`src/sspi_table.sv`:
```
// ----------------------------------------------------------------------------
// sspi_table: calibration point memory
// One write port, one read port with registered read data.
// ----------------------------------------------------------------------------
`default_nettype none

module sspi_table #(
  parameter int Depth = 16,
  parameter int Width = 32
) (
  input  wire logic                     clk_i,
  input  wire logic                     we_i,
  input  wire logic [$clog2(Depth)-1:0] waddr_i,
  input  wire logic [Width-1:0]         wdata_i,
  input  wire logic [$clog2(Depth)-1:0] raddr_i,
  output logic      [Width-1:0]         rdata_o
);

  logic [Width-1:0] mem [Depth];

  always_ff @(posedge clk_i) begin
    if (we_i) begin
      mem[waddr_i] <= wdata_i;
    end
  end

  always_ff @(posedge clk_i) begin
    rdata_o <= mem[raddr_i];
  end

endmodule

`default_nettype wire

```
`config.mk`:
```
export PLATFORM = sky130hd
export DESIGN_NAME = sspi_table
export DESIGN_NICKNAME = d
export VERILOG_FILES = /design/src/sspi_table.sv
export SDC_FILE = /design/constraint.sdc
export NUM_CORES = 1
export LEC_CHECK = 0
export BUFFER_PORTS_ARGS = -buffer_cell sky130_fd_sc_hd__buf_2
export CAP_MARGIN = 25
export CORE_MARGIN = 2
export CORE_UTILIZATION = 30
export DETAILED_ROUTE_END_ITERATION = 12
export PLACE_DENSITY = 0.47
export SETUP_SLACK_MARGIN = 0.1
export SLEW_MARGIN = 10
export SYNTH_ARGS = -nofsm -noshare
export SYNTH_HDL_FRONTEND = slang
export SYNTH_SLANG_ARGS = --single-unit
```
`constraint.sdc`:
```
create_clock -name clk_i -period 5 [get_ports clk_i]
set_clock_uncertainty 0.2 [all_clocks]
set_input_delay 0.25 -clock clk_i [delete_from_list [all_inputs] [get_ports clk_i]]
set_output_delay 0.25 -clock clk_i [all_outputs]
set_load 0.02 [all_outputs]
```
* After elaboration in Yosys (flattened, before gate mapping)
Memories as Yosys holds them, arrays and structs flattened. A register that Yosys moved wholly into a read port is not among the register bits. Cells that the tools add are included.
Storage, ports and cells: register bits 0, memory bits (writable) 512, memories 1, bits of input ports 42, output and inout bits 32
Memories:
- mem | depth 16, width 32, rd ports 1, clocked after memory_dff 1, write ports 1, line 19 | logic [Width-1:0] mem [Depth];
Operators by class: mux-type cells 2
Operators with widths (count):
- 1-bit 2-to-1 mux | 2

* Logic depth before layout (Yosys ltp)
Gate-level depths: netlist of run 1.
word-level depth 2, gate-level depth with buffers 5

* Worst setup path after synthesis of run 1
No wires, ideal clock.
kind input to register, from in waddr_i[2], to mem mem[0][0], enable pin, cell stages on the path 2, setup slack 1.370 ns, library setup time 0.461 ns, data arrival time 2.968 ns, cell sequence or3b_2 nor3_1
RTL lines:
- from (decl) | line 13 | input wire logic [$clog2(Depth)-1:0] waddr_i,
- to (decl) | line 19
Straight into the memory's write port.

==> results.md, run 1 <==
- Count of final max-slew check failures: 0
- Detailed-routing iteration count for the pre-antenna-repair pass: 5
- Post-Synthesis Net Count: 880
- Number of buffers on the longest clock path: 3
- Status: complete, no violations
- Worst path max stage delay: 720 ps
- Vias in the first global route: 9620
- Kind of capture point of the worst setup path: flop
- Cells along the critical path: buf_6, buf_4, mux4_2, a22oi_1, nand2_1
- Met3 usage in global routing: between 2 and 3%
- PnR worst setup slack: 2987 ps
- Top-Level Pins: 74
- Number of violations of the max-capacitance limit: 0
- Flip-flop and latch count after synthesis: 544
- Clock slew at reported path FFs: 60 ps
- Area of the mapped netlist: 0.01985 mm^2
- IO buf count: 73
- Worst Setup Start Kind: primary input
- Aggregate global routing overflow: 0
- Dominant delay contributor by cell family on the critical path: buffers and inverters
- Fraction of final layout cells with drive strength greater than 1: 32.14%
- Number of setup violations in the final report: 0
- DIE AREA: 0.06825 mm^2
- Count of buffering cells on the critical path with inverters included: 2
- Placeable core region: 0.06563 mm^2
- Top-area cell type share of the netlist area: 77.44%
- Filler-free cell count of the finished design: 1895
- Synth unique cells: 18
- Worst Hold Class: in -> reg
- Residual antenna-violating net count after detailed routing: 0
- Number of placement rows: 94
- Maximum level of the CTS H-tree: 2
- Arrival time reported for the critical path endpoint: 2280 ps
- Slew HR: 30.53%
- Number of resized instances in the post-cts repair step: 0
- # clock sinks: 544
- Post-synthesis sequential area ratio: 80.67%
- Final routed DRC violation total: 0
- Power density over the cells: 414.3 mW/mm^2
- Global-route wire length before repair: about 67 mm
- Area delta synth->final: 19.32%
- CTS Root Buffer Type: sky130_fd_sc_hd__clkbuf_16
- Mean cell area of the mapped netlist: 23.69 um^2
- CP max FO: 86
- Cell type of the slowest stage on the worst timing path: sky130_fd_sc_hd__buf_6
- Antenna violations before repair: 3
- Via count: roughly 9200
- Post-detailed-routing wire length: about 46 mm
- Most common cell after layout, fill and taps aside: sky130_fd_sc_hd__edfxtp_1
- Share of the clock period used by the worst path: 40.26%
- Library cell with the largest summed area after synthesis: sky130_fd_sc_hd__edfxtp_1
- Fin Setup TNS: 0 ps
- GRT Total Usage: 13.55%
- Pin count of the biggest net entering global routing: between 80 and 90
- GR Layer Usage met2: 19.69%
- Drt initial violations: 826
- Fin crit period: 2013 ps
- Least-Margin Pin Slew: 1042 ps
- DP Worst Slack: between 2000 and 2500 ps
- Clock network latency to the later pin of the worst-skew pair: between 500 and 600 ps
- Unrepaired setup endpoints after global routing: false
- Worst vdd ir: 0.2427 mV
- Cell types occupying the most area after synthesis: sky130_fd_sc_hd__edfxtp_1 (77%), sky130_fd_sc_hd__mux4_2 (15%), sky130_fd_sc_hd__dfxtp_1 (3.2%)
- Commonest cells after routing, fill and taps aside: sky130_fd_sc_hd__edfxtp_1 (512), sky130_fd_sc_hd__mux4_2 (128), sky130_fd_sc_hd__buf_2 (71)
- Final HPWL from detailed placement: 23.66 mm
- M1 GR Usage: a little over a fifth
- Number of vias per cell: 4.846
- Width of the chip: 261.3 um
- Required time at the worst-slack endpoint: 5260 ps
- Placer's final routability congestion estimate: 0.6609
- Setup CP Type: in -> reg
- Number of warnings printed during yosys synthesis: 0
- Starting Density: 30.25%
- Number of CTS-inserted buffers: 55
- Number of cells in the design after placement: 1761
- Routed length per instance: 24.08 um
- Number of nets in the finished design: just over 1000
- Mapped Cells: between 800 and 900
- Achievable Freq: 496.8 MHz
- Number of hold violations in the final report: 0
- Y dimension of the die: 261.3 um
- CTS tree: done
- Final Core Density: 36.10%
- Static leakage power: about 7.5 nW
- GRT busiest layer: met1
registers in the layout, indices dropped and copies added, names as in the netlist:
name	count
mem	512
rdata_o	32
per-layer routing:
metal / up-vias / share of wire [%] / wire [um]
li1: 3875 / - / -
met1: 5016 / 49 / 22450
met2: 227 / 44 / 20180
met3: 61 / 5.1 / 2330
met4: 4 / 1.4 / 646
met5: - / 0.055 / 25
timing repair:
| action | in CTS | in global routing |
|---|---|---|
| setup buffers | 0 | 0 |
| endpoints found under the hold margin | 512 | 0 |
| hold buffers | 32 | 0 |
worst register-to-register path, delay by kind of cell (launching register included):
kind | cells | cell delay, ps
compound gates | 1 | 330
flops | 1 | 360
mux | 1 | 470
simple gates | 1 | 150
kinds of logic (layout without fill, tap and decap cells):
logic type             Yosys count  count (layout)  share of synthesized area, %
AO/OA/AOI/OAI                   64              64                         2.420
buffers and inverters           43             235                         1.122
multiplexers                   128             128                         14.52
flip-flops                     544             544                         80.67
AND/OR/NAND/NOR                 59              59                         1.273
other                            0               1                             0
per-stage QoR:
| stage | instance area, um^2 | power, mW | hold slack (ps) |
|---|---|---|---|
| 6_report | 23690 | 9.815 | 139.9 |
| 5_1_grt | 23690 | 10.15 | 133.3 |
| 3_3_place_gp | 21430 | 5.715 | 431.6 |
| 2_1_floorplan | 19850 | 5.501 | 148.9 |
| 3_5_place_dp | 21540 | 5.723 | 440.2 |
| 4_1_cts | 23690 | 9.933 | 99.69 |
worst paths after layout:
kind / from / slack [ps] / end / cells after the start
worst max-delay path: raddr_i[1] / 2990 / rdata_o[10] / 5
worst min-delay path: raddr_i[2] / 140 / rdata_o[1] / 4
worst max register to register: mem[3][16] / 3360 / rdata_o[16] / 3
worst min register to register: mem[6][26] / 470 / rdata_o[26] / 3
cell type report:
type | count | area [um^2]
Sequential cell | 544 | 16020
Timing Repair Buffer | 134 | 1011
Clock buffer | 73 | 1516
Antenna cell | 1 | 2.502
Fill cell | 6046 | 41940
Tap cell | 864 | 1081
Clock inverter | 28 | 312.8
Multi-Input combinational cell | 251 | 3750
cell usage after synthesis:
library cell	n
sky130_fd_sc_hd__clkbuf_1	17
sky130_fd_sc_hd__buf_4	11
sky130_fd_sc_hd__buf_1	9
sky130_fd_sc_hd__nand3_1	1
sky130_fd_sc_hd__nor2b_1	2
sky130_fd_sc_hd__and2_1	1
sky130_fd_sc_hd__nand2b_1	2
sky130_fd_sc_hd__nand2_1	33
sky130_fd_sc_hd__a22oi_1	64
sky130_fd_sc_hd__or3b_2	1
sky130_fd_sc_hd__nor3_1	4
sky130_fd_sc_hd__nand3b_1	2
sky130_fd_sc_hd__edfxtp_1	512
sky130_fd_sc_hd__mux4_2	128
sky130_fd_sc_hd__buf_6	2
sky130_fd_sc_hd__buf_2	4
sky130_fd_sc_hd__nor2_1	13
sky130_fd_sc_hd__dfxtp_1	32
where the power goes:
group	total, mW	switching (mW)	leakage, nW	internal, mW
Sequential	5.13	0.0299	4.89	5.10
Clock	4.18	1.70	0.890	2.48
Combinational	0.506	0.305	1.75	0.201
No activity file was read; power rests on OpenSTA's default activity.
==> run 2: changes to the inputs <==
- PLACE_DENSITY: 0.47 -> 0.48
- clock period: 5 -> 1.76 ns (I/O delays scaled with it)
==> run 2 against run 1 <==
Critical path depth rose by 2. Routed wire length rose by 3.2%. Utilization rose by 1.8 points. First-iteration DRC count fell by 21%. Combinational power rose to 3.2 times the previous value. Via count rose by 2.8%. Non-clock buffer count rose by 61. Final cell count rose by 3.6%. Register-to-register slack got worse by 3100 ps. Die area did not move. Sequential share of layout area fell by 3.3 points. Hold slack got worse by 130 ps.
==> results.md, run 2 (synthesized netlist as in run 1, its figures left out) <==
- Worst Setup Start Kind: primary input
- Register name with the most flops: mem
- Clock network latency to the later pin of the worst-skew pair: 620 ps (+30 ps)
- Number of setup violations in the final report: 0 (unchanged)
- Drt initial violations: 656 (-21%)
- Number of CTS-inserted buffers: 58 (+5.5%)
- Largest registers ranked by flip-flop count: mem x512, rdata_o x32
- Fin crit period: 1610 ps
- Hold WS: 7.064 ps (-132.8 ps)
- Design Power: 28.76 mW (+190%)
- Aggregate global routing overflow: 0 (unchanged)
- Portion of total power attributed to sequential cells: 50.7% (-1.5 points)
- Final HPWL from detailed placement: 26.27 mm (+11%)
- Number of resized instances in the post-cts repair step: 0 (unchanged)
- Power density over the cells: 1155 mW/mm^2 (+180%)
- GR Layer Usage met2: 21.48% (+1.8 points)
- Static leakage power: 8.081 nW (+7.3%)
- Clock slew at reported path FFs: 60 ps (about the same)
- Residual antenna-violating net count after detailed routing: 0 (unchanged)
- Antenna violations before repair: 1 (-2)
- Critical Path Most Common Cell: sky130_fd_sc_hd__buf_12
- Filler-free cell count of the finished design: 1963 (+3.6%)
- Kind of capture point of the worst setup path: flop
- Final routed DRC violation total: 0 (unchanged)
- Setup slack, reg-to-reg: 220 ps (-3140 ps)
- CP max FO: 16 (-81%)
- Filler cell count in the final layout: 6008 (-0.63%)
- CTS tree: done
- Y dimension of the die: 261.3 um (unchanged)
- Slew HR: 65.00% (+34 points)
- Fraction of final layout cells with drive strength greater than 1: 36.58% (+4.4 points)
- Worst vdd ir: 0.8833 mV (+260%)
- Cells along the critical path: dlygate4sd3_1, buf_6, buf_12, buf_12, mux4_2, a22oi_1, nand2_1
- IO buf count: 73 (unchanged)
- Area delta synth->final: 25.35%
- Vias in the first global route: 10080 (+4.8%)
- Least-Margin Pin Slew: 525.0 ps (-516.9 ps)
- Global-route wire length before repair: 68.62 mm (+2.9%)
- DIE AREA: 0.06825 mm^2 (unchanged)
- Routed length per instance: 23.98 um (-0.40%)
- Most common cell after layout, fill and taps aside: sky130_fd_sc_hd__edfxtp_1
- Number of hold violations in the final report: 0 (unchanged)
- Max FFs per register: 512 (unchanged)
- Antenna diode count: 0 (-1)
- Detailed-routing iteration count for the pre-antenna-repair pass: 5 (unchanged)
- Number of placement rows: 94 (unchanged)
- Part of the total power dissipated in the clock network: 43.7% (+1.1 points)
- GRT busiest layer: met2
- Non-Filler Cell Area, Final: 0.02489 mm^2 (+5.1%)
- Reg2Reg Capture Point: rdata_o[18]
- Required time at the worst-slack endpoint: 2060 ps (-3200 ps)
- Via count: 9440 (+2.8%)
- Combinational share of power: 5.6% (+0.4 points)
- Width of the chip: 261.3 um (unchanged)
- PnR worst setup slack: 149.9 ps (-2837 ps)
- Cell type of the slowest stage on the worst timing path: sky130_fd_sc_hd__dlygate4sd3_1
- Worst path max stage delay: 550 ps (-170 ps)
- Commonest cells after routing, fill and taps aside: sky130_fd_sc_hd__edfxtp_1 (512), sky130_fd_sc_hd__mux4_2 (128), sky130_fd_sc_hd__buf_2 (71)
- Number of vias per cell: 4.809 (-0.76%)
- Capture point of the critical path: rdata_o[18]
- Dominant delay contributor by cell family on the critical path: buffers and inverters
- Critical path origin: raddr_i[1]
- Number of violations of the max-capacitance limit: 0 (unchanged)
- Met3 usage in global routing: 2.526% (-0.23 points)
- Pin count of the biggest net entering global routing: 34 (-61%)
- Number of cells traversed by the worst register-to-register path: 3 (unchanged)
- Placer's final routability congestion estimate: 0.6920 (+4.7%)
- Worst Hold Class: in -> reg
- # clock sinks: 544 (unchanged)
- Power Internal: 22.65 mW (+190%)
- Unrepaired setup endpoints after global routing: false
- Count of buffering cells on the critical path with inverters included: 4 (+2)
- Number of cells in the design after placement: 1812 (+2.9%)
- DP Worst Slack: -40.88 ps (-2384 ps)
- Top-Level Pins: 74 (unchanged)
- Maximum level of the CTS H-tree: 2 (unchanged)
- Achievable Freq: 621.1 MHz
- Post-detailed-routing wire length: 47.08 mm (+3.2%)
- CTS Root Buffer Type: sky130_fd_sc_hd__clkbuf_16
- Fin Setup TNS: 0 ps (unchanged)
- M1 GR Usage: 20.63% (-0.33 points)
- Status: complete, no violations
- Cell area after placement: 0.02244 mm^2 (+4.2%)
- Share of the clock period used by the worst path: 91.48%
- Final Core Density: 37.92% (+1.8 points)
- Setup CP Type: in -> reg
- Number of buffers on the longest clock path: 3 (unchanged)
- WP depth: 7 (+2)
- Sw Ratio: 21.24% (+0.51 points)
- Number of nets in the finished design: 1092 (+6.2%)
- Total net switching power: 6.109 mW (+200%)
- RR Startpoint: mem[3][18]
- Count of final max-slew check failures: 0 (unchanged)
- Starting Density: 30.25% (unchanged)
- GRT Total Usage: 13.96% (+0.41 points)
- Arrival time reported for the critical path endpoint: 1910 ps (-370 ps)
- Placeable core region: 0.06563 mm^2 (unchanged)
-- run 2: cell types whose count changed in the layout (fill, tap and decap cells not counted), moves of 4 or more --
cell and change:
sky130_fd_sc_hd__buf_12 +46, sky130_fd_sc_hd__buf_4 +10, sky130_fd_sc_hd__dlygate4sd3_1 +8, sky130_fd_sc_hd__clkbuf_1 -6, sky130_fd_sc_hd__clkinv_2 +6, sky130_fd_sc_hd__buf_16 -4, sky130_fd_sc_hd__nor3_2 -4, sky130_fd_sc_hd__nor3_4 +4
-- run 2: power by group through the flow --
stage	clock [mW]	combinational (mW)	sequential, mW
floorplan	0	0.716	14.9
global placement	0	1.57	14.9
detailed placement	0	1.58	14.9
CTS	12.9	1.66	14.6
global route	13.4	1.75	14.6
finish	12.6	1.62	14.6
-- run 2: repair_timing --
action	4_1_cts	5_1_grt
endpoints found under the setup margin	0	16
hold endpoints to repair	724	0
hold buffers	40	0
setup buffers	0	1
-- run 2: layout make-up --
type / count / area, um^2 / area share (%)
Sequential cell: 544 / 16020 / 64.35
Multi-Input combinational cell: 251 / 3790 / 15.23
Timing Repair Buffer: 195 / 2002 / 8.044
Clock buffer: 69 / 1533 / 6.159
Tap cell: 864 / 1081 / 4.344
Clock inverter: 40 / 466.7 / 1.875
-- run 2: tightest hold or removal path, stage by stage --
cell	delay, ps
sky130_fd_sc_hd__clkbuf_8	130
sky130_fd_sc_hd__buf_12	170
sky130_fd_sc_hd__mux4_2	230
sky130_fd_sc_hd__a22oi_1	60
sky130_fd_sc_hd__nand2_1	90
-- run 2: routing by layer --
metal / part of all wire, % / routed length (um)
met5: 0.028 / 13
met4: 1.7 / 807
met3: 5.1 / 2418
met2: 46 / 21630
met1: 47 / 22210
-- run 2: worst min-delay path by stage --
stage / from / endpoint / slack (ps) / cells past startpoint
floorplan: wdata_i[0] / mem[0][0] / -10 / 0
detailed placement: wdata_i[10] / mem[12][10] / 270 / 1
finish: raddr_i[0] / rdata_o[3] / 7 / 5
CTS: raddr_i[0] / rdata_o[3] / -40 / 5
global placement: wdata_i[29] / mem[14][29] / 270 / 1
global route: raddr_i[0] / rdata_o[3] / 7 / 5
==> run 3: changes to the inputs <==
- ABC_AREA: not set -> 1
==> run 3 against run 2 <==
The flow now finishes with violations (negative hold slack). Largest power group unchanged. Design area rose by 11%. Register-to-register slack got worse by 60 ps. Combinational power up 31%. Non-clock buffer count grew 25. Maximum frequency grew 0.91%. Synthesized cell count rose to 2.5 times the previous value.
==> results.md, run 3 <==
- Area of the mapped netlist: 0.02273 mm^2 (+14%)
- RR Startpoint: mem[11][10]
- Number of CTS-inserted buffers: 59 (+1.7%)
- Width of the chip: 279.3 um (+6.9%)
- IO buf count: 73 (unchanged)
- # clock sinks: 544 (unchanged)
- Part of the total power dissipated in the clock network: 43.2% (-0.5 points)
- Reg2Reg Capture Point: rdata_o[10]
- Detailed-routing iteration count for the pre-antenna-repair pass: 5 (unchanged)
- Worst Hold Class: in -> reg
- Total net switching power: 6.753 mW (+11%)
- Combinational share of power: 7.2% (+1.6 points)
- Number of cells traversed by the worst register-to-register path: 7 (+4)
- Final routed DRC violation total: 0 (unchanged)
- Hold WS: -68.46 ps (-75.53 ps)
- Worst Setup Start Kind: flop
- Global-route wire length before repair: 96.02 mm (+40%)
- Setup CP Type: reg -> reg
- Antenna diode count: 0 (unchanged)
- Required time at the worst-slack endpoint: 2100 ps (+40 ps)
- Filler cell count in the final layout: 7235 (+20%)
- Sw Ratio: 22.99% (+1.7 points)
- Design Power: 29.38 mW (+2.1%)
- Dominant synthesized flop cell: sky130_fd_sc_hd__edfxtp_1
- Portion of total power attributed to sequential cells: 49.6% (-1.1 points)
- Fin crit period: 1596 ps (-14.57 ps)
- Mapped Cells: 2120 (+150%)
- Violations in the final reports: negative hold slack
- Count of final max-slew check failures: 0 (unchanged)
- Routed length per instance: 19.51 um (-19%)
- DIE AREA: 0.07799 mm^2 (+14%)
- Synth unique cells: 15 (-3)
- Number of buffers on the longest clock path: 3 (unchanged)
- Starting Density: 30.43% (+0.18 points)
- Clock network latency to the later pin of the worst-skew pair: 640 ps (+20 ps)
- Aggregate global routing overflow: 0 (unchanged)
- CTS tree: done
- Antenna violations before repair: 1 (unchanged)
- Post-CTS Setup Repair Bufs: 0 (unchanged)
- Y dimension of the die: 279.3 um (+6.9%)
- Worst vdd ir: 0.6235 mV (-29%)
- XOR/XNOR Fraction of Synth Area: 0% (unchanged)
- Unrepaired setup endpoints after global routing: false
- CP max FO: 1 (-15)
- Placeable core region: 0.07470 mm^2 (+14%)
- Top-area cell type share of the netlist area: 67.64% (-9.8 points)
- Filler-free cell count of the finished design: 3314 (+69%)
- Post-detailed-routing wire length: 64.65 mm (+37%)
- Cell types occupying the most area after synthesis: sky130_fd_sc_hd__edfxtp_1 (68%), sky130_fd_sc_hd__nand2_1 (11%), sky130_fd_sc_hd__nand3_1 (8.5%)
- Clock slew at reported path FFs: 60 ps (about the same)
- Area delta synth->final: 21.42%
- Number of setup violations in the final report: 0 (unchanged)
- Register name with the most flops: mem
- Achievable Freq: 626.7 MHz (+0.91%)
- Placer's final routability congestion estimate: 0.7657 (+11%)
- Power density over the cells: 1064 mW/mm^2 (-7.9%)
- Mean cell area of the mapped netlist: 10.72 um^2 (-55%)
- Largest registers ranked by flip-flop count: mem x512, rdata_o x32
- Slew HR: 49.06% (-16 points)
- Maximum level of the CTS H-tree: 2 (unchanged)
- Critical path origin: mem[11][10]
- Number of hold violations in the final report: 3 (+3)
- Residual antenna-violating net count after detailed routing: 0 (unchanged)
- EDFF count, synth: 512 (unchanged)
- Commonest cells after routing, fill and taps aside: sky130_fd_sc_hd__nand2_1 (674), sky130_fd_sc_hd__edfxtp_1 (512), sky130_fd_sc_hd__inv_1 (386)
- Power Internal: 22.62 mW (-0.12%)
- Sequential standard cell area: 0.01602 mm^2 (unchanged)
- CTS Root Buffer Type: sky130_fd_sc_hd__clkbuf_16
- Number of cells in the design after placement: 3134 (+73%)
- Adder-cell share of the synthesized area: 0% (unchanged)
- Most common cell after layout, fill and taps aside: sky130_fd_sc_hd__nand2_1
- Proportion of register bits with asynchronous set or reset after synthesis: 0% (unchanged)
- Number of violations of the max-capacitance limit: 0 (unchanged)
- Drt initial violations: 1133 (+73%)
- Least-Margin Pin Slew: 764.2 ps (+239.1 ps)
- Number of placement rows: 100 (+6.4%)
- Number of vias per cell: 4.550 (-5.4%)
- Vias in the first global route: 15060 (+49%)
- Post-synthesis sequential area ratio: 70.46% (-10 points)
- Capture point of the critical path: rdata_o[10]
- Main combinational cell family by area after synthesis: simple AND/OR/NAND/NOR gates
- Status: finished with violations
- Arrival time reported for the critical path endpoint: 1930 ps (+20 ps)
- Proportion of synthesized area in mux cells: 0% (-15 points)
- Most used standard cell by instance count after synthesis: sky130_fd_sc_hd__nand2_1
- Final Core Density: 36.95% (-0.97 points)
- Number of nets in the finished design: 2338 (+110%)
- Simple-Gate Fraction of Synth Area: 20.00% (+19 points)
- Via count: 15080 (+60%)
- Share of the clock period used by the worst path: 90.66% (-0.83 points)
- Fraction of final layout cells with drive strength greater than 1: 11.60% (-25 points)
- Pin count of the biggest net entering global routing: 88 (+160%)
- Area used by multi-input combinational logic: 0.004705 mm^2 (+24%)
- Final HPWL from detailed placement: 33.74 mm (+28%)
- GRT Total Usage: 16.55% (+2.6 points)
- Flip-flop and latch count after synthesis: 544 (unchanged)
- Static leakage power: 11.60 nW (+44%)
- Top cells by count, synth: sky130_fd_sc_hd__nand2_1 (677), sky130_fd_sc_hd__edfxtp_1 (512), sky130_fd_sc_hd__inv_1 (388), sky130_fd_sc_hd__nand3_1 (385), sky130_fd_sc_hd__buf_2 (41)
- Number of warnings printed during yosys synthesis: 0 (unchanged)
- Kind of capture point of the worst setup path: flop
- Post-Synthesis Net Count: 2162 (+150%)
- Compound-Gate Fraction of Synth Area: 0% (-2.4 points)
- Max FFs per register: 512 (unchanged)
- Top-Level Pins: 74 (unchanged)
- Setup slack, reg-to-reg: 160 ps (-60 ps)
- Library cell with the largest summed area after synthesis: sky130_fd_sc_hd__edfxtp_1
run 3: cell count changes after synthesis, moves of 27 or more:
cell                      change
sky130_fd_sc_hd__nand2_1    +644
sky130_fd_sc_hd__inv_1      +388
sky130_fd_sc_hd__nand3_1    +384
sky130_fd_sc_hd__mux4_2     -128
sky130_fd_sc_hd__a22oi_1     -64
sky130_fd_sc_hd__buf_2       +37
sky130_fd_sc_hd__buf_6       +27
run 3: area by class of cell:
type,count,share of cell area (%)
flip-flops and latches,544,58.03
clock inverters,25,1.106
clock buffers,85,6.175
repair buffers,220,7.911
well taps,969,4.393
inverters,390,5.340
multi-input cells,1081,17.05
run 3: how the worst min path moves through the flow:
stage	start	to	cells after the start
2_1_floorplan	wdata_i[0]	mem[0][0]	0
3_3_place_gp	wdata_i[14]	mem[6][14]	1
3_5_place_dp	wdata_i[14]	mem[10][14]	1
4_1_cts	raddr_i[2]	rdata_o[29]	5
5_1_grt	raddr_i[1]	rdata_o[28]	6
6_report	raddr_i[1]	rdata_o[28]	6
run 3: critical path, stage by stage, from the launching register on:
cell                            delay [ps]
sky130_fd_sc_hd__edfxtp_1              350
sky130_fd_sc_hd__nand2_1                70
sky130_fd_sc_hd__dlygate4sd3_1         540
sky130_fd_sc_hd__nand2_1                50
sky130_fd_sc_hd__nand2_1                50
sky130_fd_sc_hd__nand3_1                80
sky130_fd_sc_hd__nand3_2                90
sky130_fd_sc_hd__nand2_2                60
run 3: routing by layer:
metal | part of all wire [%] | wire length, um | vias up | GRT usage [%]
li1 | - | - | 7206 | -
met5 | 0.015 | 10 | - | 0
met1 | 45 | 28800 | 7388 | 21.96
met2 | 48 | 30780 | 391 | 27.91
met4 | 2.4 | 1544 | 2 | 5.142
met3 | 5.4 | 3512 | 92 | 2.401
run 3: cells by family after synthesis:
kind of cell,count (synthesis)
and+or+nand+nor,1081
DFF,544
buffers and inverters,495
run 3: power groups by stage:
stage	combinational, mW	clock [mW]	sequential (mW)
after detailed placement	1.93	0	14.8
final	2.12	12.7	14.6
after global routing	2.34	13.5	14.6
after CTS	2.13	13.0	14.6
after floorplan	0.996	0	14.9
after global placement	1.92	0	14.8
run 3: through the flow:
step	worst slack, ps	setup TNS, ps	area (um^2)
CTS	123.1	0	27540
global route	102.8	0	27600
finish	164.4	0	27600
global placement	113.6	0	24810
floorplan	-61.08	-21820	22780
detailed placement	109.8	0	24810
run 3: what timing repair did:
action                     4_1_cts  5_1_grt
gates resized for setup          0       10
hold buffers                    70        7
hold endpoints to repair       544       31
setup endpoints to repair        0       11
