`src/sspi_pkg.sv`:
```
// ----------------------------------------------------------------------------
// sspi_pkg: shared types and constants of the steering servo interpolator
// Payload structs, code enums and fixed field widths.
// ----------------------------------------------------------------------------
`default_nettype none

package sspi_pkg;

  localparam int AngleBits    = 16;
  localparam int ServoBits    = 16;
  localparam int IndexBits    = 4;
  localparam int CountBits    = 5;
  localparam int CfgIndexBits = 2;
  localparam int MaxPoints    = 16;
  localparam int FracBits     = 16;

  localparam logic [ServoBits-1:0] MidScale = ServoBits'(1) << (ServoBits - 1);

  typedef enum logic {
    OP_QUERY = 1'b0,
    OP_WRITE = 1'b1
  } op_e;

  typedef enum logic [CfgIndexBits-1:0] {
    CFG_ANGLE_MIN   = 2'd0,
    CFG_ANGLE_MAX   = 2'd1,
    CFG_POINT_COUNT = 2'd2
  } cfg_reg_e;

  typedef enum logic [2:0] {
    ST_IDLE,
    ST_FIRST,
    ST_LAST,
    ST_SCAN,
    ST_DIV,
    ST_MUL,
    ST_ADD,
    ST_OUT
  } state_e;

  typedef struct packed {
    logic                        operation;
    logic [IndexBits-1:0]        point_index;
    logic signed [AngleBits-1:0] angle;
    logic [ServoBits-1:0]        point_servo;
  } in_item_t;

  typedef struct packed {
    logic [ServoBits-1:0] servo_command;
    logic                 map_active;
  } out_item_t;

endpackage

`default_nettype wire

```
`src/sspi_divider.sv`:
```
// ----------------------------------------------------------------------------
// sspi_divider: iterative fraction divider
// Computes (dividend << FracBits) / divisor for dividend <= divisor, one
// quotient bit per cycle with a shared compare and subtract.
// ----------------------------------------------------------------------------
`default_nettype none

module sspi_divider
  import sspi_pkg::*;
#(
  parameter int DataBits = AngleBits
) (
  input  wire logic                clk_i,
  input  wire logic                rst_ni,
  input  wire logic                start_i,
  input  wire logic [DataBits-1:0] dividend_i,
  input  wire logic [DataBits-1:0] divisor_i,
  output logic                     done_o,
  output logic [FracBits:0]        quotient_o
);

  localparam int Steps    = FracBits + 1;
  localparam int CntBits  = $clog2(Steps + 1);

  logic [DataBits:0]   rem_q, rem_d;
  logic [DataBits-1:0] div_q;
  logic [FracBits:0]   quo_q;
  logic [CntBits-1:0]  cnt_q;
  logic                busy_q, done_q;
  logic                ge;
  logic [DataBits:0]   rem_sub;

  always_comb begin
    ge      = rem_q >= {1'b0, div_q};
    rem_sub = ge ? (rem_q - {1'b0, div_q}) : rem_q;
    // remainder stays below the divisor, so the shift cannot overflow
    rem_d   = {rem_sub[DataBits-1:0], 1'b0};
  end

  always_ff @(posedge clk_i or negedge rst_ni) begin
    if (!rst_ni) begin
      busy_q <= 1'b0;
      done_q <= 1'b0;
      cnt_q  <= '0;
    end else begin
      done_q <= 1'b0;
      if (start_i) begin
        busy_q <= 1'b1;
        cnt_q  <= CntBits'(Steps);
      end else if (busy_q) begin
        cnt_q <= cnt_q - 1'b1;
        if (cnt_q == CntBits'(1)) begin
          busy_q <= 1'b0;
          done_q <= 1'b1;
        end
      end
    end
  end

  always_ff @(posedge clk_i) begin
    if (start_i) begin
      rem_q <= {1'b0, dividend_i};
      div_q <= divisor_i;
      quo_q <= '0;
    end else if (busy_q) begin
      rem_q <= rem_d;
      quo_q <= {quo_q[FracBits-1:0], ge};
    end
  end

  assign done_o     = done_q;
  assign quotient_o = quo_q;

endmodule

`default_nettype wire

```
`config.mk`:
```
export PLATFORM = sky130hd
export DESIGN_NAME = sspi_divider
export DESIGN_NICKNAME = d
export VERILOG_FILES = /design/src/sspi_pkg.sv /design/src/sspi_divider.sv
export SDC_FILE = /design/constraint.sdc
export NUM_CORES = 1
export LEC_CHECK = 0
export ABC_AREA = 1
export BUFFER_PORTS_ARGS = -buffer_cell sky130_fd_sc_hd__buf_2
export CORE_MARGIN = 8
export CORE_UTILIZATION = 40
export CTS_CLUSTER_DIAMETER = 30
export DETAILED_ROUTE_END_ITERATION = 16
export GPL_TIMING_DRIVEN = 0
export SYNTH_ARGS = -nofsm -noshare
export SYNTH_HDL_FRONTEND = slang
export SYNTH_SLANG_ARGS = --single-unit
export TNS_END_PERCENT = 10
```
`constraint.sdc`:
```
create_clock -name clk_i -period 4.7 [get_ports clk_i]
set_input_delay 0.47 -clock clk_i [delete_from_list [all_inputs] [get_ports clk_i]]
set_output_delay 0.47 -clock clk_i [all_outputs]
set_load 0.005 [all_outputs]
```
; ---- Word level (Yosys, flattened, before mapping)
; Cells that the tools add are included.
[totals]
ramBits = 0
latch_bits = 0
mem_bits_ro = 0
ff_bits = 57
inputBits = 35
wordCells = 23
output_inout_bits = 18
n_memories = 0
[op_classes]
bitwise_logic = 0
n_lt_le_gt_ge = 1
n_eq_ne = 1
div = 0
n_shift = 0
mux = 11
n_addsub = 2
n_reduce_logical = 1
mul = 0
[op_table]
columns = op, count
row1 = $mux 16, 3
row2 = $ge 17x16->1, 1
row3 = $sub 16x16->16, 1
row4 = $mux 5, 2
row5 = $mux 1, 6
row6 = $eq 5x1->1 const B, 1
row7 = $sub 5x1->5 const B, 1
row8 = $reduce_bool 2->1, 1

; ---- Depth between registers and ports, before layout
; Gate-level depths: netlist (run 1).
[logic_depth]
depth_word = 4
mapped_depth = 15
depth_no_buf = 15

; ---- Least setup slack after synthesis (run 1)
; No wires, ideal clock.
[synth_timing]
kind = register to register
startpoint = register rem_q[0]
endpoint = register rem_q[9], data pin
n_path_buf = 0
required_ns = 4.447
stages_incl_launch_ff = 14
setup_ns = 0.253
path_slack_ns = 2.743
period_less_slack_ns = 1.957
arrival_time_ns = 1.704
cell_sequence = edfxtp_1 -> inv_1 -> ha_1 -> inv_1 -> fa_1 -> nand2_1 -> nand3_1 -> and2_1 -> nand2_1 -> nand2_1 -> xnor2_1 -> nand2_1 -> nand3_1 -> nand2_1
[synth_between]
elab_chain_cells = 4
word_cells_on_any_way = 5
cone_classes = add/sub (1) / order compare (1) / mux (3)
[synth_rtl]
columns = element, line_no
row1 = from (decl), sspi_divider.sv:25  ; logic [DataBits:0] rem_q, rem_d;
row2 = from (signal assigned), sspi_divider.sv:62  ; rem_q <= {1'b0, dividend_i};
row3 = from (signal assigned), sspi_divider.sv:66  ; rem_q <= rem_d;
row4 = $sub 16x16->16 / $ge 17x16->1 (equally long branches), "sspi_divider.sv:35, sspi_divider.sv:34"
row5 = $mux 16 *, sspi_divider.sv:35  ; rem_sub = ge ? (rem_q - {1'b0, div_q}) : rem_q;
row6 = $mux 16 *, sspi_divider.sv:65  ; end else if (busy_q) begin
row7 = $mux 16 *, sspi_divider.sv:61  ; if (start_i) begin
; Every way passes the cells marked *; elsewhere a longest branch is shown, timed or not. The select of a mux whose other input is x is not followed.
; A chain may end at the register's enable or synchronous reset.

; ---- Worst setup path in the final report (run 1)
[layout_timing]
startpoint = register rem_q[12]
endpoint = register rem_q[14], data pin
; Same word-level chain as after synthesis.

==> results.txt, run 1 <==
* Endpoints failing setup: 0
- In the global route stage, overall resource usage came out at 15.2%.
- Number of diodes added for antenna fixing: 0
* Total global routing overflow: 0
- DP Wirelength: 6130 µm
- Counting flops and latches in the post-synthesis netlist gives 57.
- The number of antenna violations at the first check in global routing is 0.
- Height of the die: 108 µm
- Launch instance of the worst min-delay path: divisor_i[3]
- # clock sinks: 57
- TritonCTS built the clock tree.
- Number of inserted filler cells in the final layout: 846
* Setup crit start kind: flip-flop
- The H-tree was split into 3 levels.
* Syn Nets: 478
- In this run the critical register-to-register path is launched from rem_q[12].
* Standby leakage power: 0.00203 µW
* Drt first-iter violations: 134
- The first global-routing pass estimated 14,000 µm of wire.
- Synthesis produced 424 cells.
- Max-slew violations: 0
* Area added between synthesis and finish: 18.0%
* 1st-pass router iterations: 4
* Cell-by-cell listing of the critical path: ha_1 -> a21oi_1 -> nand2_1 -> nand2_1 -> nand2_1 -> nor2_4 -> buf_2 -> nand3b_1 -> nand3_1 -> nand2_1
- Destination of the worst register-to-register timing path: rem_q[14]
* Clock transition time at the flip-flop clock pins of the worst setup and hold paths: 0.07 ns
* Clock Path Buffers: 2
- Slew at the pin closest to its max-slew limit: 0.644 ns
- Setup TNS: 0 ns
* Initial Util: 41.3%
* Last weighted congestion value of the routability-driven placer: 0.854
- The tightest min-delay check is of the in -> reg type.
- Of the available clock period, the critical path in the final layout requires 49.2%.
* Setup slack of the worst register-to-register path: 2.39 ns
* Type of the worst setup path: reg -> reg
- Cell family with the largest share of critical-path delay: simple AND/OR/NAND/NOR gates
- Along the worst hold path, the cell count comes to 1.
- In this design, the stage delay of the slowest critical-path cell is 0.39 ns.
- For this run, design rule violations remaining after detail routing come to 0.
- DP Worst Slack: 1.86 ns
- Worst voltage drop across the vdd grid: 0.000188 V
- The count of nets left with antenna violations once routing finished came out at 0.
- Wire per inst: 13.6 µm
- Synthesis instantiated 33 different standard cells from the library.
- Worst-path cell with the longest stage delay: edfxtp_1
* Vias in the first global route: 3,018
* Number of buffers created by CTS: 9
* Post-route clock skew: 0.0116 ns
- # nets final: 542
- Clock period minus worst slack: 2.31 ns
- The Yosys step of the flow raised 0 warnings.
* Clock tree root buffer cell: clkbuf_8
- Quantity of I/O buffers inserted on ports: 52
- I/O pins: 53
- The number of buffers and inverters on the critical path is 1.
- The count of final hold-check violations came to 0.
* Core Box Area: 8260 µm²
- Clock Latency Late Sink: 0.34 ns
* Critical path required time: 4.79 ns
- Worst path setup slack after routing: 2.39 ns
* CP arrival: 2.40 ns
- The detailed router placed 2,815 vias in this run.
* Share of cells above drive strength 1: 19.9%
* Max-cap violation count: 0
- Areal power density over the cells: 580 nW/µm²
- The die covers 11,700 µm².
- Post-Syn Area: 3410 µm²
* Final Routed Wirelength: 8150 µm
- Min-Delay Endpoint: div_q[3]
- The run finished with clean final reports.
- A synthesized cell averages 8.05 µm².
* Number of vias per cell after detailed routing: 4.71
* Cell depth of the worst flop-to-flop path: 10
- Die span in x: 108 µm
- The floorplan has 33 rows.
* Worst slew margin relative to its limit: 57.0%
* Largest net degree at the start of global routing: 26
* Dominant cell type by count on the critical path: nand2_1
- Setup repair after global routing left no endpoint under its margin.
- Endpoint type of the worst setup path: flip-flop
- Timing-limited maximum frequency: 433 MHz
- Of all nets on the critical path, the largest fanout is 10.
* Seq/Total Area, Yosys: 43.8%
==> synth_stat cells (all sizes together) <==
cell type | n | share of area, %
nand3b | 18 | 4.0
inv | 77 | 8.5
xnor2 | 6 | 1.5
edfxtp | 32 | 28
nor2 | 22 | 3.3
buf | 5 | 1.1
nand2 | 137 | 16
a21oi | 9 | 1.3
ha | 18 | 6.6
dfxtp | 18 | 11
o21ai | 6 | 0.88
nand3 | 30 | 5.1
nand4 | 6 | 1.1
o22ai | 16 | 2.9
o21a | 1 | 0.22
and3 | 1 | 0.18
nor3 | 5 | 1.2
and2 | 2 | 0.37
fa | 1 | 0.59
dfrtp | 7 | 5.1
clkinv | 3 | 0.33
xor2 | 1 | 0.26
clkbuf | 3 | 0.33
==> report_power, final <==
| group | internal [µW] | total [µW] | switching (µW) |
|---|---|---|---|
| combinational | 445 | 1160 | 711 |
| sequential | 651 | 707 | 56.8 |
| clock | 269 | 473 | 204 |
| total | 1360 | 2340 | 971 |
==> registers in the layout, indices dropped and copies added (netlist names) <==
register,count
busy_q,1
quotient_o,17
cnt_q,5
done_o,1
rem_q,17
div_q,16
==> layout make-up <==
type	instances	area [µm²]	area share, %
multi-input combinational	279	1570	38.9
clock buffer	13	191	4.75
timing repair buffer	53	270	6.71
buffer	8	51.3	1.27
tap	105	131	3.26
clock inverter	3	18.8	0.466
inverter	80	300	7.46
sequential	57	1500	37.2
==> metal layers <==
metal | up-vias | share of wire, % | GRT usage [%]
met5 | - | 0 | 0
met4 | 0 | 1.7 | 5.57
met3 | 14 | 5.7 | 5.00
met2 | 56 | 45 | 24.8
met1 | 1255 | 48 | 18.3
li1 | 1490 | - | -
==> cells by family (layout without fill, tap and decap cells) <==
group	Yosys count	after routing	synth area share [%]
simple gates	221	221	31.6
flops	57	57	43.8
compound gates	32	32	5.35
xor+xnor	7	7	1.80
buf+inv	88	157	10.3
fa+ha+maj	19	19	7.18
==> worst max-delay path by stage <==
stage	end	startpoint	slack [ns]	depth (start not counted)
global route	rem_q[1]	rem_q[11]	2.19	12
detailed placement	rem_q[9]	start_i	1.86	4
floorplan	rem_q[9]	rem_q[0]	2.74	13
CTS	rem_q[6]	start_i	2.21	4
global placement	rem_q[7]	start_i	1.89	4
finish	rem_q[14]	rem_q[12]	2.39	10
==> layout by cell type, fill, tap and decap left out, drive strengths merged, types with 2 or more instances in the layout <==
master / netlist / routed
xnor2: 6 / 6
nand3b: 18 / 18
o21ai: 6 / 6
edfxtp: 32 / 32
nand3: 30 / 30
nor3: 5 / 5
nor2: 22 / 22
and2: 2 / 2
clkbuf: 3 / 17
dfrtp: 7 / 7
nand4: 6 / 6
nand2: 137 / 137
inv: 77 / 77
buf: 5 / 56
clkinv: 3 / 6
o22ai: 16 / 16
a21oi: 9 / 9
dfxtp: 18 / 18
ha: 18 / 18
==> what timing repair did <==
action	CTS	global route
hold buffers	1	0
setup endpoints to repair	0	0
resized for setup	0	0
endpoints found under the hold margin	7	0
buffers inserted	0	0
==> through the flow <==
step | util [%] | std cells | power, µW | hold slack, ns | area (µm²)
after CTS | 48.7 | 598 | 2350 | 0.289 | 4030
after global routing | 48.8 | 598 | 2550 | 0.278 | 4030
after floorplan | - | 424 | 1620 | 0.174 | 3410
after global placement | 46.1 | 581 | 1860 | 0.308 | 3800
final | 48.8 | 598 | 2340 | 0.300 | 4030
after detailed placement | 46.1 | 581 | 1870 | 0.310 | 3800
(Power assumes the default switching activity.)
==> inputs of run 2 (changes only) <==
==> constraint.sdc (replaced) <==
create_clock -name clk_i -period 2.3 [get_ports clk_i]
set_input_delay 0.23 -clock clk_i [delete_from_list [all_inputs] [get_ports clk_i]]
set_output_delay 0.23 -clock clk_i [all_outputs]
set_load 0.005 [all_outputs]
==> results.txt, run 2 (synthesized netlist as in run 1, its figures left out) <==
- The via count of the first global-routing pass came to 3,018 (unchanged).
- The DRC violation total after the first TritonRoute iteration was 125 (was 134).
- Max-slew violations: 0 (unchanged)
- The final critical-path share of the clock period came to 94.9% (was 49.2%).
- Initial antenna violation count: 0 (unchanged)
- The cell with the biggest individual delay on the critical path is edfxtp_1 (unchanged).
- DP Worst Slack: -0.304 ns (was 1.86 ns)
* Number of vias per cell after detailed routing: 4.76 (was 4.71)
* Core Box Area: 8260 µm² (unchanged)
- The pin count of the biggest net entering global routing came to 26 (unchanged).
- The most common cell after layout, fill and taps aside is nand2_1 (unchanged).
* Standby leakage power: 0.00204 µW (was 0.00203 µW)
* Clock period minus worst slack: 2.18 ns (was 2.31 ns)
- The count of pins on the block boundary is 53 (unchanged).
- The total vias in the final route is 2,863 (was 2,815).
- The setup TNS came to 0 ns (unchanged).
- Height of the die: 108 µm (unchanged)
- The data arrival time of the critical path is 2.28 ns (was 2.40 ns).
- Total track usage: 15.2% (about the same)
- Final Routed Wirelength: 8270 µm (was 8150 µm)
- The number of antenna-violating nets in the routed design was 0 (unchanged).
- The highest fanout seen on the critical path came to 10 (unchanged).
* Top library cells by usage in the layout, fill and taps aside: 119 x nand2_1, 76 x inv_1, 53 x buf_2 (was 121 x nand2_1, 76 x inv_1, 55 x buf_2)
- Initial Util: 41.3% (unchanged)
* DP Wirelength: 6130 µm (unchanged)
- The transition at the pin with the smallest max-transition slack was 0.642 ns (was 0.644 ns).
* Wire per inst: 13.8 µm (was 13.6 µm)
- The highest attainable clock frequency came to 458 MHz (was 433 MHz).
- Clock Path Buffers: 2 (unchanged)
- Share of cells above drive strength 1: 23.0% (was 19.9%)
- The clock net sink count is 57 (unchanged).
- # nets final: 545 (was 542)
- Quantity of I/O buffers inserted on ports: 52 (unchanged)
* Class of the tightest hold or removal check: in -> reg (unchanged)
- Run status: complete, no violations (unchanged)
- The post-CTS clock slew at the launch and capture registers of the worst setup and hold paths came to 0.07 ns (about the same).
* Count of buffering cells on the critical path with inverters included: 1 (unchanged)
- The critical path startpoint is rem_q[14] (was rem_q[12]).
* Clock Latency Late Sink: 0.34 ns (about the same)
- The CTS tree is done (unchanged).
- Endpoints failing setup: 0 (unchanged)
- The capturing element type of the critical path was a flip-flop (unchanged).
- Worst voltage drop across the vdd grid: 0.000393 V (was 0.000188 V)
- Worst path setup slack after routing: 0.117 ns (was 2.39 ns)
- Number of buffers created by CTS: 9 (unchanged)
- The total power consumption of the routed design came to 4980 µW (was 2340 µW).
- The data required time at the worst endpoint is 2.40 ns (was 4.79 ns).
- CTS H-tree lvls: 3 (unchanged)
- Number of standard-cell rows in the floorplan: 33 (unchanged)
* Launch instance of the worst min-delay path: divisor_i[3] (unchanged)
* Slowest Stage Delay on Critical Path: 0.40 ns (was 0.39 ns)
- Cell-by-cell listing of the critical path: ha_1 -> a21oi_2 -> o21a_1 -> nand2_1 -> nor2_4 -> buf_6 -> nand3b_1 -> nand3_1 -> nand2_1 (was ha_1 -> a21oi_1 -> nand2_1 -> nand2_1 -> nand2_1 -> nor2_4 -> buf_2 -> nand3b_1 -> nand3_1 -> nand2_1).
* Worst hold margin: 0.0589 ns (was 0.300 ns)
- Worst slew margin relative to its limit: 57.2% (was 57.0%)
* Number of inserted filler cells in the final layout: 830 (was 846)
* Number of diodes added for antenna fixing: 0 (unchanged)
- The overall die area came to 11,700 µm² (unchanged).
- The wire length of the first global-routing pass is 14,000 µm (about the same).
- The master cell of the clock root buffer is clkbuf_8 (unchanged).
- Fin. Hold Viols: 0 (unchanged)
* 1st-pass router iterations: 5 (was 4)
- R2R Path Start: rem_q[14] (was rem_q[12])
- Residual DRC: 0 (unchanged)
* Total global routing overflow: 0 (unchanged)
* Post-Route Utilization: 50.1% (was 48.8%)
* Die span in x: 108 µm (unchanged)
- The power density normalized to cell area is 1200 nW/µm² (was 580 nW/µm²).
- The last weighted congestion value of the routability-driven placer is 0.854 (unchanged).
* Dominant cell type by count on the critical path: nand2_1 (unchanged)
* Max-cap violation count: 0 (unchanged)
- Post-route clock skew: 0.0120 ns (was 0.0116 ns)
- The category of the worst setup path launch point is a flip-flop (unchanged).
- Area added between synthesis and finish: 21.2% (was 18.0%)
- The gate family responsible for the most delay along the worst path was simple AND/OR/NAND/NOR gates (unchanged).
- The start-to-end type of the worst setup path is reg -> reg (unchanged).
[run 2: path summary, 6_finish.rpt]
check                            endpoint  slack (ns)  cells past startpoint
min in group asynchronous          done_o        0.25                      2
max reg2reg                     rem_q[11]        0.12                      9
max in group asynchronous        cnt_q[4]        1.90                      2
min reg2reg                quotient_o[16]        0.46                      2
max                             rem_q[11]        0.12                      9
min                              div_q[3]        0.06                      1
[run 2: worst reg2reg max path, cell delays in order (launching register included)]
cell      delay (ns)
edfxtp_1        0.40
ha_1            0.40
a21oi_2         0.19
o21a_1          0.13
nand2_1         0.08
nor2_4          0.27
buf_6           0.21
nand3b_1        0.09
nand3_1         0.10
nand2_1         0.06
[run 2: per-layer routing]
| metal | vias up | part of all wire, % | global-route usage [%] |
|---|---|---|---|
| li1 | 1497 | - | - |
| met5 | - | 0 | 0 |
| met1 | 1291 | 48 | 18.3 |
| met2 | 62 | 45 | 24.9 |
| met3 | 13 | 5.6 | 5.00 |
| met4 | 0 | 1.6 | 5.57 |
[run 2: final cells by class]
type	count	area [µm²]	area share, %
buffer	8	63.8	1.54
clock buffer	13	191	4.63
clock inverter	3	18.8	0.454
inverter	80	300	7.26
multi-input combinational	279	1640	39.7
sequential	57	1500	36.2
tap	105	131	3.18
timing repair buffer	56	293	7.08
[run 2: power breakdown]
part           leakage, µW  internal [µW]  switching [µW]
Sequential        0.000558           1330             130
Combinational      0.00138           1050            1510
Clock             0.000110            550             418
[run 2: repair_timing]
item                                   4_1_cts  5_1_grt
resized for setup                            1       19
hold buffers                                 1        0
cloned                                       0        0
pin swaps                                    0        1
setup buffers                                0        3
setup endpoints to repair                    2       15
endpoints found under the hold margin        7        0
[run 2: per-stage QoR]
stage | area [µm²] | cells
global placement | 3800 | 581
finish | 4140 | 601
detailed placement | 3800 | 581
CTS | 4030 | 598
global route | 4140 | 601
floorplan | 3410 | 424
==> inputs of run 3 (changes only) <==
--- a/config.mk
+++ b/config.mk
@@ -12,6 +12,7 @@
 export CTS_CLUSTER_DIAMETER = 30
 export DETAILED_ROUTE_END_ITERATION = 16
 export GPL_TIMING_DRIVEN = 0
+export SETUP_SLACK_MARGIN = 0.15
 export SYNTH_ARGS = -nofsm -noshare
 export SYNTH_HDL_FRONTEND = slang
 export SYNTH_SLANG_ARGS = --single-unit
==> results.txt, run 3 (synthesized netlist as in run 1, its figures left out) <==
- The portion of total power attributed to the clock network was 17.5% (was 19.4%).
- The vertical extent of the die came to 108 µm (unchanged).
- Post-route clock skew: 0.00998 ns (was 0.0120 ns)
- The number of antenna-violating nets in the routed design came to 0 (unchanged).
* Multi-input logic area: 1820 µm² (was 1640 µm²)
* Share of cells above drive strength 1: 29.7% (was 23.0%)
- Max-slew violations: 0 (unchanged)
- The pin count of the biggest net entering global routing is 26 (unchanged).
* Areal power density over the cells: 1240 nW/µm² (was 1200 nW/µm²)
- Clock transition time at the flip-flop clock pins of the worst setup and hold paths: 0.07 ns (about the same)
* Initial Util: 41.3% (unchanged)
- Switching power share of the total: 40.4% (was 41.2%)
* Destination of the worst register-to-register timing path: rem_q[10] (was rem_q[11])
- Cell depth of the worst flop-to-flop path: 11 (was 9)
* Type of the worst setup path: reg -> reg (unchanged)
- The CTS tree is done (unchanged).
* Total track usage: 15.4% (was 15.2%)
* Total global routing overflow: 0 (unchanged)
- The diode insertion count for antenna repair came to 0 (unchanged).
- The most common cell after layout, fill and taps aside was nand2_1 (unchanged).
- Top library cells by usage in the layout, fill and taps aside: 108 x nand2_1, 70 x inv_1, 53 x buf_2 (was 119 x nand2_1, 76 x inv_1, 53 x buf_2)
* CP arrival: 2.17 ns (was 2.28 ns)
- Number of inserted filler cells in the final layout: 789 (was 830)
- Number of buffers created by CTS: 9 (unchanged)
- The overall die area is 11,700 µm² (unchanged).
* CTS H-tree lvls: 3 (unchanged)
- The via density per instance was 4.80 (was 4.76).
- Number of standard-cell rows in the floorplan: 33 (unchanged)
- Area added between synthesis and finish: 30.2% (was 21.2%)
- The post-layout instance area came to 4440 µm² (was 4140 µm²).
* Highest net fanout along the worst path: 5 (was 10)
- The count of pins on the block boundary came to 53 (unchanged).
- Endpoint type of the worst setup path: flip-flop (unchanged)
- The final critical-path share of the clock period was 90.2% (was 94.9%).
* Fin. Hold Viols: 0 (unchanged)
* Total via count in the routed design: 2,925 (was 2,863)
- The maximum ir drop on the vdd rail came to 0.000417 V (was 0.000393 V).
- Clock Latency Late Sink: 0.34 ns (about the same)
* Worst setup path end: rem_q[10] (was rem_q[11])
- Worst slew margin relative to its limit: 56.1% (was 57.2%)
* 1st-pass router iterations: 4 (was 5)
* Setup slack of the worst register-to-register path: 0.23 ns (was 0.12 ns)
- The highest attainable clock frequency is 482 MHz (was 458 MHz).
- Total placed instance area: 3800 µm² (unchanged)
* Quantity of I/O buffers inserted on ports: 52 (unchanged)
- The wire length reported by the detailed router came to 8580 µm (was 8270 µm).
- DP Wirelength: 6130 µm (unchanged)
- Setup repair after global routing missed its margin: true
- Die span in x: 108 µm (unchanged)
- Startpoint of the most critical setup path: rem_q[1] (was rem_q[14])
* Initial antenna violation count: 0 (unchanged)
* Setup crit start kind: flip-flop (unchanged)
* Standby leakage power: 0.00212 µW (was 0.00204 µW)
- Gate power share: 55.2% (was 51.2%)
* Slew at the pin closest to its max-slew limit: 0.658 ns (was 0.642 ns)
- Hold Path Stages: 1 (unchanged)
* Drt first-iter violations: 92 (was 125)
* Last weighted congestion value of the routability-driven placer: 0.854 (unchanged)
* # nets final: 554 (was 545)
* Total chip power: 5520 µW (was 4980 µW)
* Flop pwr share: 27.3% (was 29.3%)
* First-pass GRT wire length: 14,200 µm (was 14,000 µm)
- Run status: complete, no violations (unchanged).
- Internal Pwr Total: 3290 µW (was 2930 µW)
- Clock Path Buffers: 2 (unchanged)
* Wire per inst: 14.1 µm (was 13.8 µm)
- Switching power summed over all nets: 2230 µW (was 2050 µW)
* # clock sinks: 57 (unchanged)
* Clock period minus worst slack: 2.07 ns (was 2.18 ns)
* Vias in the first global route: 3,051 (was 3,018)
* Critical path required time: 2.40 ns (about the same)
* Endpoints failing setup: 0 (unchanged)
- The class of the most critical hold timing path was in -> reg (unchanged).
* R2R Path Start: rem_q[1] (was rem_q[14])
- The area of the core was 8260 µm² (unchanged).
- Clock tree root buffer cell: clkbuf_8 (unchanged)
- Area taken by flip-flops and latches: 1500 µm² (unchanged)
- Residual DRC: 0 (unchanged)
- Max-cap violation count: 0 (unchanged)
## run 3: final cells by class
cell class	count	area share, %
Buffer	8	1.66
Clock buffer	13	4.31
Clock inverter	3	0.422
Inverter	80	6.76
Multi-Input combinational cell	279	41.0
Sequential cell	57	33.7
Tap cell	105	2.96
Timing Repair Buffer	65	9.18
## run 3: layer usage
layer	wire [µm]	global-route usage, %	share of wire (%)
met1	3970	18.5	46
met2	3950	25.2	46
met3	522	5.00	6.1
met4	136	5.57	1.6
met5	0	0	0
## run 3: power groups by stage
stage / sequential, µW / combinational [µW] / clock (µW)
after detailed placement: 1460 / 2370 / 0
after global routing: 1530 / 3410 / 1040
final: 1500 / 3050 / 966
after CTS: 1460 / 2510 / 987
after global placement: 1460 / 2340 / 0
after floorplan: 1430 / 1870 / 0
## run 3: worst min-delay path by stage
stage                            start  endpoint
final                     divisor_i[3]  div_q[3]
after global routing      divisor_i[8]  div_q[8]
after CTS                 divisor_i[4]  div_q[4]
after detailed placement        rst_ni  cnt_q[1]
after global placement          rst_ni  cnt_q[1]
after floorplan                 rst_ni    busy_q
## run 3: stage by stage
stage	TNS (ns)	utilization, %	setup slack, ns	hold WS, ns	std cells
final	0	53.8	0.226	0.0601	610
after global routing	0	53.8	0.113	0.0384	610
after CTS	0	49.8	0.141	0.0490	600
after detailed placement	-7.07	46.1	-0.304	0.0700	581
after global placement	-5.97	46.1	-0.270	0.0676	581
after floorplan	0	-	0.343	-0.0656	424
## run 3: worst max-delay path, stage by stage, from the launching register on
cell	delay [ns]
edfxtp_1	0.48
ha_4	0.33
nand2_1	0.06
nor2_2	0.14
nand3_2	0.09
nand3_2	0.11
nand3_4	0.14
nand2_8	0.15
clkbuf_16	0.16
nand2_2	0.04
nand3_1	0.08
nand2_1	0.05
## run 3: repair_timing
item                       4_1_cts  5_1_grt
gates resized for setup         14       45
pin swaps                        1       20
buffers inserted                 2        8
setup endpoints to repair       40       15
cloned                           0        2
hold buffers                     1        0
hold endpoints to repair         7        0
